`src/sv/pbm_pkg.sv`:
```
package pbm_pkg;

    // Register stages from the input register to the output register
    localparam int PIPE_DEPTH = 6;
    localparam int LAST_STAGE = PIPE_DEPTH - 1;

    localparam logic [7:0] PIX_MAX = 8'd255;

    typedef enum logic [2:0] {
        MODE_ADD        = 3'd0,
        MODE_SUBTRACT   = 3'd1,
        MODE_MULTIPLY   = 3'd2,
        MODE_DIFFERENCE = 3'd3,
        MODE_DIVIDE     = 3'd4
    } t_blend_mode;

    // Captured input item
    typedef struct packed {
        t_blend_mode mode;
        logic [7:0]  blend;
        logic [7:0]  base;
    } t_in;

    // Restoring divider state: partial remainder, quotient so far, dividend bits to go
    typedef struct packed {
        logic [7:0] rem;
        logic [7:0] quot;
        logic [7:0] lo;
    } t_div;

    // Payload carried through the arithmetic stages
    typedef struct packed {
        logic [7:0]  res;
        logic        use_mul;
        logic        use_div;
        logic [15:0] prod;
        logic [7:0]  divisor;
        t_div        div;
    } t_lane;

    // Two quotient bits per call
    function automatic t_div div_step2(t_div d, logic [7:0] divisor);
        t_div       o;
        logic [8:0] trial;
        o = d;
        for (int i = 0; i < 2; i++) begin
            trial = {o.rem, o.lo[7]};
            o.lo  = {o.lo[6:0], 1'b0};
            if (trial >= {1'b0, divisor}) begin
                o.rem  = 8'(trial - {1'b0, divisor});
                o.quot = {o.quot[6:0], 1'b1};
            end else begin
                o.rem  = trial[7:0];
                o.quot = {o.quot[6:0], 1'b0};
            end
        end
        return o;
    endfunction

    // floor(p / 255) for p up to 255*255: estimate p >> 8, then one correction
    function automatic logic [7:0] div_by_255(logic [15:0] p);
        logic [7:0] q0;
        logic [8:0] r;
        q0 = p[15:8];
        r  = {1'b0, p[7:0]} + {1'b0, q0};
        return (r >= {1'b0, PIX_MAX}) ? 8'(q0 + 8'd1) : q0;
    endfunction

endpackage

```
`src/sv/pixel_blend_mode_unit.sv`:
```
// Channel   Direction  Handshake                  Payload
// ------------------------------------------------------------------------------
// in        sink       i_in_valid / o_in_stall    i_blend_pixel, i_base_pixel
// out       source     o_out_valid / i_out_stall  o_result_pixel
// cfg       sink       i_cfg_valid / o_cfg_ready  i_cfg_data (blend_mode)
//
// One pixel pair is taken every clock unless o_in_stall is raised; an accepted item
// passes through the input register and lane registers 1 to 5 to the output. The
// depth is set by the divide mode: a restoring divider that resolves two quotient bits in each of four stages.
// Each stage moves on when it is empty or the next stage moves, so bubbles close
// up and a stalled output only backs up the stages that are full.
// Reset (synchronous, active low) clears the valid bits and sets the mode to add.
// The configuration port is always ready.
module pixel_blend_mode_unit
    import pbm_pkg::*;
(
    input  logic       i_clk,
    input  logic       i_rst_n,

    input  logic       i_in_valid,
    output logic       o_in_stall,
    input  logic [7:0] i_blend_pixel,
    input  logic [7:0] i_base_pixel,

    output logic       o_out_valid,
    input  logic       i_out_stall,
    output logic [7:0] o_result_pixel,

    input  logic       i_cfg_valid,
    output logic       o_cfg_ready,
    input  logic [2:0] i_cfg_data
);

    t_blend_mode           r_mode;
    logic [PIPE_DEPTH-1:0] r_vld;
    logic [PIPE_DEPTH-1:0] adv;
    t_in                   r_in;
    t_lane                 r_lane [1:LAST_STAGE];
    t_lane                 n_lane [1:LAST_STAGE];

    // Stage moves on when it holds nothing or its successor moves on
    always_comb begin
        adv[LAST_STAGE] = !r_vld[LAST_STAGE] || !i_out_stall;
        for (int k = LAST_STAGE - 1; k >= 0; k--) begin
            adv[k] = !r_vld[k] || adv[k + 1];
        end
    end

    assign o_in_stall     = !adv[0];
    assign o_out_valid    = r_vld[LAST_STAGE];
    assign o_result_pixel = r_lane[LAST_STAGE].res;
    assign o_cfg_ready    = 1'b1;

    // First arithmetic stage: simple modes, product, divide set-up
    logic [8:0]  sum9;
    logic [15:0] num;

    always_comb begin
        sum9 = {1'b0, r_in.base} + {1'b0, r_in.blend};
        // base * 255 as a shift and subtract
        num  = {r_in.base, 8'h00} - {8'h00, r_in.base};

        n_lane[1]          = '0;
        n_lane[1].prod     = 16'(r_in.base * r_in.blend);
        n_lane[1].divisor  = r_in.blend;
        n_lane[1].div.rem  = num[15:8];
        n_lane[1].div.quot = 8'h00;
        n_lane[1].div.lo   = num[7:0];

        unique case (r_in.mode)
            MODE_ADD: begin
                n_lane[1].res = sum9[8] ? PIX_MAX : sum9[7:0];
            end
            MODE_SUBTRACT: begin
                n_lane[1].res = (r_in.base > r_in.blend) ? 8'(r_in.base - r_in.blend)
                                                         : 8'h00;
            end
            MODE_MULTIPLY: begin
                n_lane[1].use_mul = 1'b1;
            end
            MODE_DIFFERENCE: begin
                n_lane[1].res = (r_in.base >= r_in.blend) ? 8'(r_in.base - r_in.blend)
                                                          : 8'(r_in.blend - r_in.base);
            end
            MODE_DIVIDE: begin
                // Both zero gives black; zero blend or base not below blend saturates
                if (r_in.blend == 8'h00 && r_in.base == 8'h00) begin
                    n_lane[1].res = 8'h00;
                end else if (r_in.blend == 8'h00 || r_in.base >= r_in.blend) begin
                    n_lane[1].res = PIX_MAX;
                end else begin
                    n_lane[1].use_div = 1'b1;
                end
            end
            default: begin
                n_lane[1].res = 8'h00;
            end
        endcase

        // Divider stages; fold in the multiply correction and the final quotient
        for (int k = 2; k <= LAST_STAGE; k++) begin
            n_lane[k]     = r_lane[k - 1];
            n_lane[k].div = div_step2(r_lane[k - 1].div, r_lane[k - 1].divisor);
            if (k == 2 && r_lane[k - 1].use_mul) begin
                n_lane[k].res = div_by_255(r_lane[k - 1].prod);
            end
            if (k == LAST_STAGE && r_lane[k - 1].use_div) begin
                n_lane[k].res = n_lane[k].div.quot;
            end
        end
    end

    // Control: valid bits and the mode register
    always_ff @(posedge i_clk) begin
        if (!i_rst_n) begin
            r_vld  <= '0;
            r_mode <= MODE_ADD;
        end else begin
            if (i_cfg_valid && o_cfg_ready) begin
                r_mode <= t_blend_mode'(i_cfg_data);
            end
            if (adv[0]) begin
                r_vld[0] <= i_in_valid;
            end
            for (int k = 1; k < PIPE_DEPTH; k++) begin
                if (adv[k]) begin
                    r_vld[k] <= r_vld[k - 1];
                end
            end
        end
    end

    // Payload: load whenever the stage advances, hold otherwise
    always_ff @(posedge i_clk) begin
        if (adv[0]) begin
            r_in.mode  <= r_mode;
            r_in.blend <= i_blend_pixel;
            r_in.base  <= i_base_pixel;
        end
        for (int k = 1; k < PIPE_DEPTH; k++) begin
            if (adv[k]) begin
                r_lane[k] <= n_lane[k];
            end
        end
    end

endmodule

```
`config.mk`:
```
export PLATFORM = sky130hd
export DESIGN_NAME = pixel_blend_mode_unit
export DESIGN_NICKNAME = d
export VERILOG_FILES = /design/src/sv/pbm_pkg.sv /design/src/sv/pixel_blend_mode_unit.sv
export SDC_FILE = /design/constraint.sdc
export NUM_CORES = 1
export LEC_CHECK = 0
export BUFFER_PORTS_ARGS = -buffer_cell sky130_fd_sc_hd__buf_2
export CORE_UTILIZATION = 60
export DETAILED_ROUTE_END_ITERATION = 8
export GPL_TIMING_DRIVEN = 1
export PLACE_DENSITY = 0.83
export RECOVER_POWER = 50
export REMOVE_ABC_BUFFERS = 1
export SLEW_MARGIN = 20
export SYNTH_ARGS = -nofsm -noshare
export SYNTH_HDL_FRONTEND = slang
export SYNTH_SLANG_ARGS = --single-unit
```
`constraint.sdc`:
```
create_clock -name i_clk -period 9.2 [get_ports i_clk]
set_clock_uncertainty 0.05 [all_clocks]
set_input_delay 0.92 -clock i_clk [delete_from_list [all_inputs] [get_ports i_clk]]
set_output_delay 0.92 -clock i_clk [all_outputs]
set_load 0.05 [all_outputs]
```
==> tab_implementation.tex <==
\begin{tabular}{lr}
\hline
Metric & Value \\
\hline
\multicolumn{2}{l}{\textbf{STA}} \\
Rel. slew slack & -0.123 \\
RSZ-0062 raised after global routing & false \\
Final sum of negative setup slack & 0 ns \\
Transition time of the tightest slew-check pin & 1.68 ns \\
Final hold vios & 0 \\
Maximum clock rate & 182 MHz \\
Final setup viols & 0 \\
Pins over their slew limit & 34 \\
Clock period minus final worst setup slack & 5.51 ns \\
Worst hold slack & 0.371 ns \\
Period utilisation layout & 0.599 \\
\multicolumn{2}{l}{\textbf{Floorplanning}} \\
Floorplan core area & 20500 sq um \\
Die boundary height & 147 um \\
Starting density of the core & 0.619 \\
Die width & 147 um \\
Floorplan die area & 21700 sq um \\
Site Rows & 52 \\
Number of top-level pins & 35 \\
\multicolumn{2}{l}{\textbf{Global routing}} \\
Global-route wire length before repair & 42.0 mm \\
Overall Global Routing Usage & 0.249 \\
Total congestion overflow & 0 \\
Maximum number of pins on one net before global-route repair & 51 \\
Antenna violations before repair & 0 \\
Vias in the first global route & 8502 \\
\multicolumn{2}{l}{\textbf{Yosys}} \\
Top-area cell type share of the netlist area & 0.417 \\
Async set-or-reset flop fraction in the synthesized netlist & 0 \\
FF+latch count, synth & 185 \\
Yosys warnings & 0 \\
Largest area contributor in the netlist & sky130\_fd\_sc\_hd\_\_edfxtp\_1 \\
Average footprint of a synthesized cell & 11.1 sq um \\
Most used DFF post-synth & sky130\_fd\_sc\_hd\_\_edfxtp\_1 \\
Number of cells produced by synthesis & 1141 \\
Post-Synthesis Cell Area & 12700 sq um \\
Sequential area share after synthesis & 0.431 \\
Ranking of synthesized cells by area & sky130\_fd\_sc\_hd\_\_edfxtp\_1 (42\%), sky130\_fd\_sc\_hd\_\_ha\_1 (13\%), sky130\_fd\_sc\_hd\_\_fa\_1 (7.4\%), sky130\_fd\_sc\_hd\_\_inv\_1 (3.9\%), sky130\_fd\_sc\_hd\_\_xnor2\_1 (3.4\%) \\
Number of distinct library cells after synthesis & 72 \\
Number of enable-type register cells in the synthesized netlist & 176 \\
\multicolumn{2}{l}{\textbf{Clocking}} \\
Total of cells resized after clock tree synthesis & 0 \\
CTS tree & built \\
Number of clock sinks seen by CTS & 185 \\
Number of H-tree levels & 4 \\
Post-CTS Setup Inserts & 0 \\
Root Buffer Master & sky130\_fd\_sc\_hd\_\_clkbuf\_16 \\
Hold-fix buffers, CTS & 0 \\
Clock-pin transition on the worst setup and hold timing paths & 0.07 ns \\
Maximum number of buffers from clock root to sink & 2 \\
Insertion delay of the later-clocked pin in the worst-skew pair & 0.44 ns \\
CTS buffer count & 17 \\
\multicolumn{2}{l}{\textbf{Route}} \\
Per-cell routed wire length & 17.9 um \\
Overall via count from detail\_route & 8533 \\
Drt via density & 5.86 \\
Final wirelength & 26.1 mm \\
Routed Antenna Nets & 0 \\
DRC marker count from the first detailed-route iteration & 499 \\
Number of iterations in the first detailed-routing pass & 5 \\
Number of remaining DRC errors & 0 \\
\multicolumn{2}{l}{\textbf{Worst setup path}} \\
CP Data Arrival Time & 5.64 ns \\
CP Capture Type & register \\
Number of buffer and inverter stages on the critical path & 3 \\
CP most frequent cell & sky130\_fd\_sc\_hd\_\_fa\_1 \\
Startpoint type of the worst setup path & register \\
Crit path kind & register to register \\
Top cell family by delay on the critical path & adder cells \\
Req. time, crit path & 9.34 ns \\
Slowest cell on crit path & sky130\_fd\_sc\_hd\_\_fa\_1 \\
Critical path cell sequence & clkinv\_1 -> nor2\_1 -> fa\_1 -> fa\_1 -> fa\_1 -> inv\_1 -> fa\_1 -> inv\_1 -> ha\_1 -> or3\_1 -> o21ai\_0 -> a21oi\_1 -> and4\_1 -> a2111oi\_1 -> a21oi\_1 -> xnor2\_1 \\
Critical path's largest stage delay & 0.54 ns \\
Critical path fanouts, max & 12 \\
\multicolumn{2}{l}{\textbf{Cells and area}} \\
Most common cell after layout, fill and taps aside & sky130\_fd\_sc\_hd\_\_edfxtp\_1 \\
ANT cells & 0 \\
Area Growth Syn to Fin & 7.67\% \\
Most used cells in the layout excluding fill and tap cells & sky130\_fd\_sc\_hd\_\_edfxtp\_1 (176), sky130\_fd\_sc\_hd\_\_ha\_1 (133), sky130\_fd\_sc\_hd\_\_inv\_1 (130), sky130\_fd\_sc\_hd\_\_nor2\_1 (94), sky130\_fd\_sc\_hd\_\_a21oi\_1 (71) \\
Number of filler instances in the final layout & 1491 \\
Share of final-layout standard cells stronger than drive strength 1 & 0.0944 \\
Number of nets in the finished design & 1378 \\
Final core occ & 0.666 \\
\multicolumn{2}{l}{\textbf{Place}} \\
Number of port buffers & 33 \\
DP HPWL & 19.8 mm \\
GPL Wtd Cong & 0.914 \\
\multicolumn{2}{l}{\textbf{Power and ir drop}} \\
Power density over the cells & 295 nW/um\^{}2 \\
Worst VDD drop & 0.168 mV \\
Static Leak & 5.92 nW \\
\multicolumn{2}{l}{\textbf{Status}} \\
Result of the run & finished with violations \\
Failing checks & max-capacitance violations, max-slew violations \\
\multicolumn{2}{l}{\textbf{Run}} \\
\# Max-Cap Violations & 1 \\
\multicolumn{2}{l}{\textbf{Worst hold path}} \\
Worst hold path class & register to register \\
\hline
\end{tabular}
## synthesized netlist by cell type (all sizes together) (3+ instances only)
| cell | count |
|---|---|
| o21a | 14 |
| dfxtp | 9 |
| and2 | 10 |
| and3 | 5 |
| fa | 47 |
| buf | 14 |
| clkinv | 3 |
| a211oi | 7 |
| a21o | 15 |
| nand4 | 12 |
| edfxtp | 176 |
| a31oi | 5 |
| or2 | 4 |
| xnor2 | 49 |
| nor2b | 18 |
| nor3 | 14 |
| o21bai | 9 |
| a21oi | 72 |
| or3 | 11 |
| mux2i | 15 |
| nand2b | 13 |
| nand3 | 19 |
| inv | 133 |
| nor2 | 95 |
| o31ai | 7 |
| nand2 | 67 |
| o2111ai | 4 |
| xor2 | 26 |
| a2111o | 3 |
| ha | 133 |
| clkbuf | 7 |
| mux2 | 46 |
| o21ai | 46 |
## sequential cells by signal, indices dropped and copies added, names as in the netlist
signal and count:
r_in 11, r_mode 3, r_lane 157, r_vld 6, n_lane 8
## worst reg2reg max path, stage by stage, from the launching register on
cell and delay (ns):
sky130_fd_sc_hd__edfxtp_1 0.52, sky130_fd_sc_hd__clkinv_1 0.45, sky130_fd_sc_hd__nor2_1 0.28, sky130_fd_sc_hd__fa_1 0.45, sky130_fd_sc_hd__fa_1 0.52, sky130_fd_sc_hd__fa_1 0.54
sky130_fd_sc_hd__inv_1 0.05, sky130_fd_sc_hd__fa_1 0.52, sky130_fd_sc_hd__inv_1 0.04, sky130_fd_sc_hd__ha_1 0.33, sky130_fd_sc_hd__or3_1 0.31, sky130_fd_sc_hd__o21ai_0 0.07
sky130_fd_sc_hd__a21oi_1 0.08, sky130_fd_sc_hd__and4_1 0.21, sky130_fd_sc_hd__a2111oi_1 0.50, sky130_fd_sc_hd__a21oi_1 0.16, sky130_fd_sc_hd__xnor2_1 0.15
## where the power goes
group	leakage (nW)	internal (mW)	switching, mW
clock network	0.281	0.364	0.349
registers	1.95	1.20	0.127
logic	3.69	0.920	1.08
total	5.92	2.48	1.55
## metrics by stage
step	setup WS, ns	total power, mW	instance area (sq um)	instances
finish	3.69	4.03	13700	1457
global route	3.30	4.29	13700	1457
CTS	3.67	4.03	13700	1457
detailed placement	3.68	3.30	13100	1425
global placement	3.80	3.23	13100	1425
floorplan	4.10	2.88	12600	1120
## layout make-up
type / count / area [sq um] / area share
multi-input cells: 799 / 6590 / 0.483
clock buffers: 18 / 429 / 0.0314
flip-flops and latches: 185 / 5470 / 0.400
clock inverters: 14 / 149 / 0.0109
well taps: 270 / 338 / 0.0247
repair buffers: 35 / 171 / 0.0126
inverters: 136 / 510 / 0.0374
## per-layer routing
layer / track usage / wire (um)
met1: 0.295 / 10300
met5: 0 / 0
met3: 0.0386 / 1230
met2: 0.452 / 13600
met4: 0.104 / 981
## worst paths after layout
kind              slack, ns  cells past startpoint           start             end
setup / recovery       3.69                     16         r_in[1]  r_lane[0][105]
hold / removal         0.37                      0  r_lane[0][228]  r_lane[0][286]
setup reg to reg       3.69                     16         r_in[1]  r_lane[0][105]
hold reg to reg        0.37                      0  r_lane[0][228]  r_lane[0][286]
## kinds of logic after synthesis
family                     share of synthesized area
other                                       0.000296
xor gates and xnor gates                      0.0518
DFF                                            0.431
adders and majority gates                      0.205
buffers and inverters                         0.0495
muxes                                         0.0527
AOI/OAI and AO/OA                              0.106
and+or+nand+nor                                0.103
Note: power is estimated with default switching activity, not from simulation.
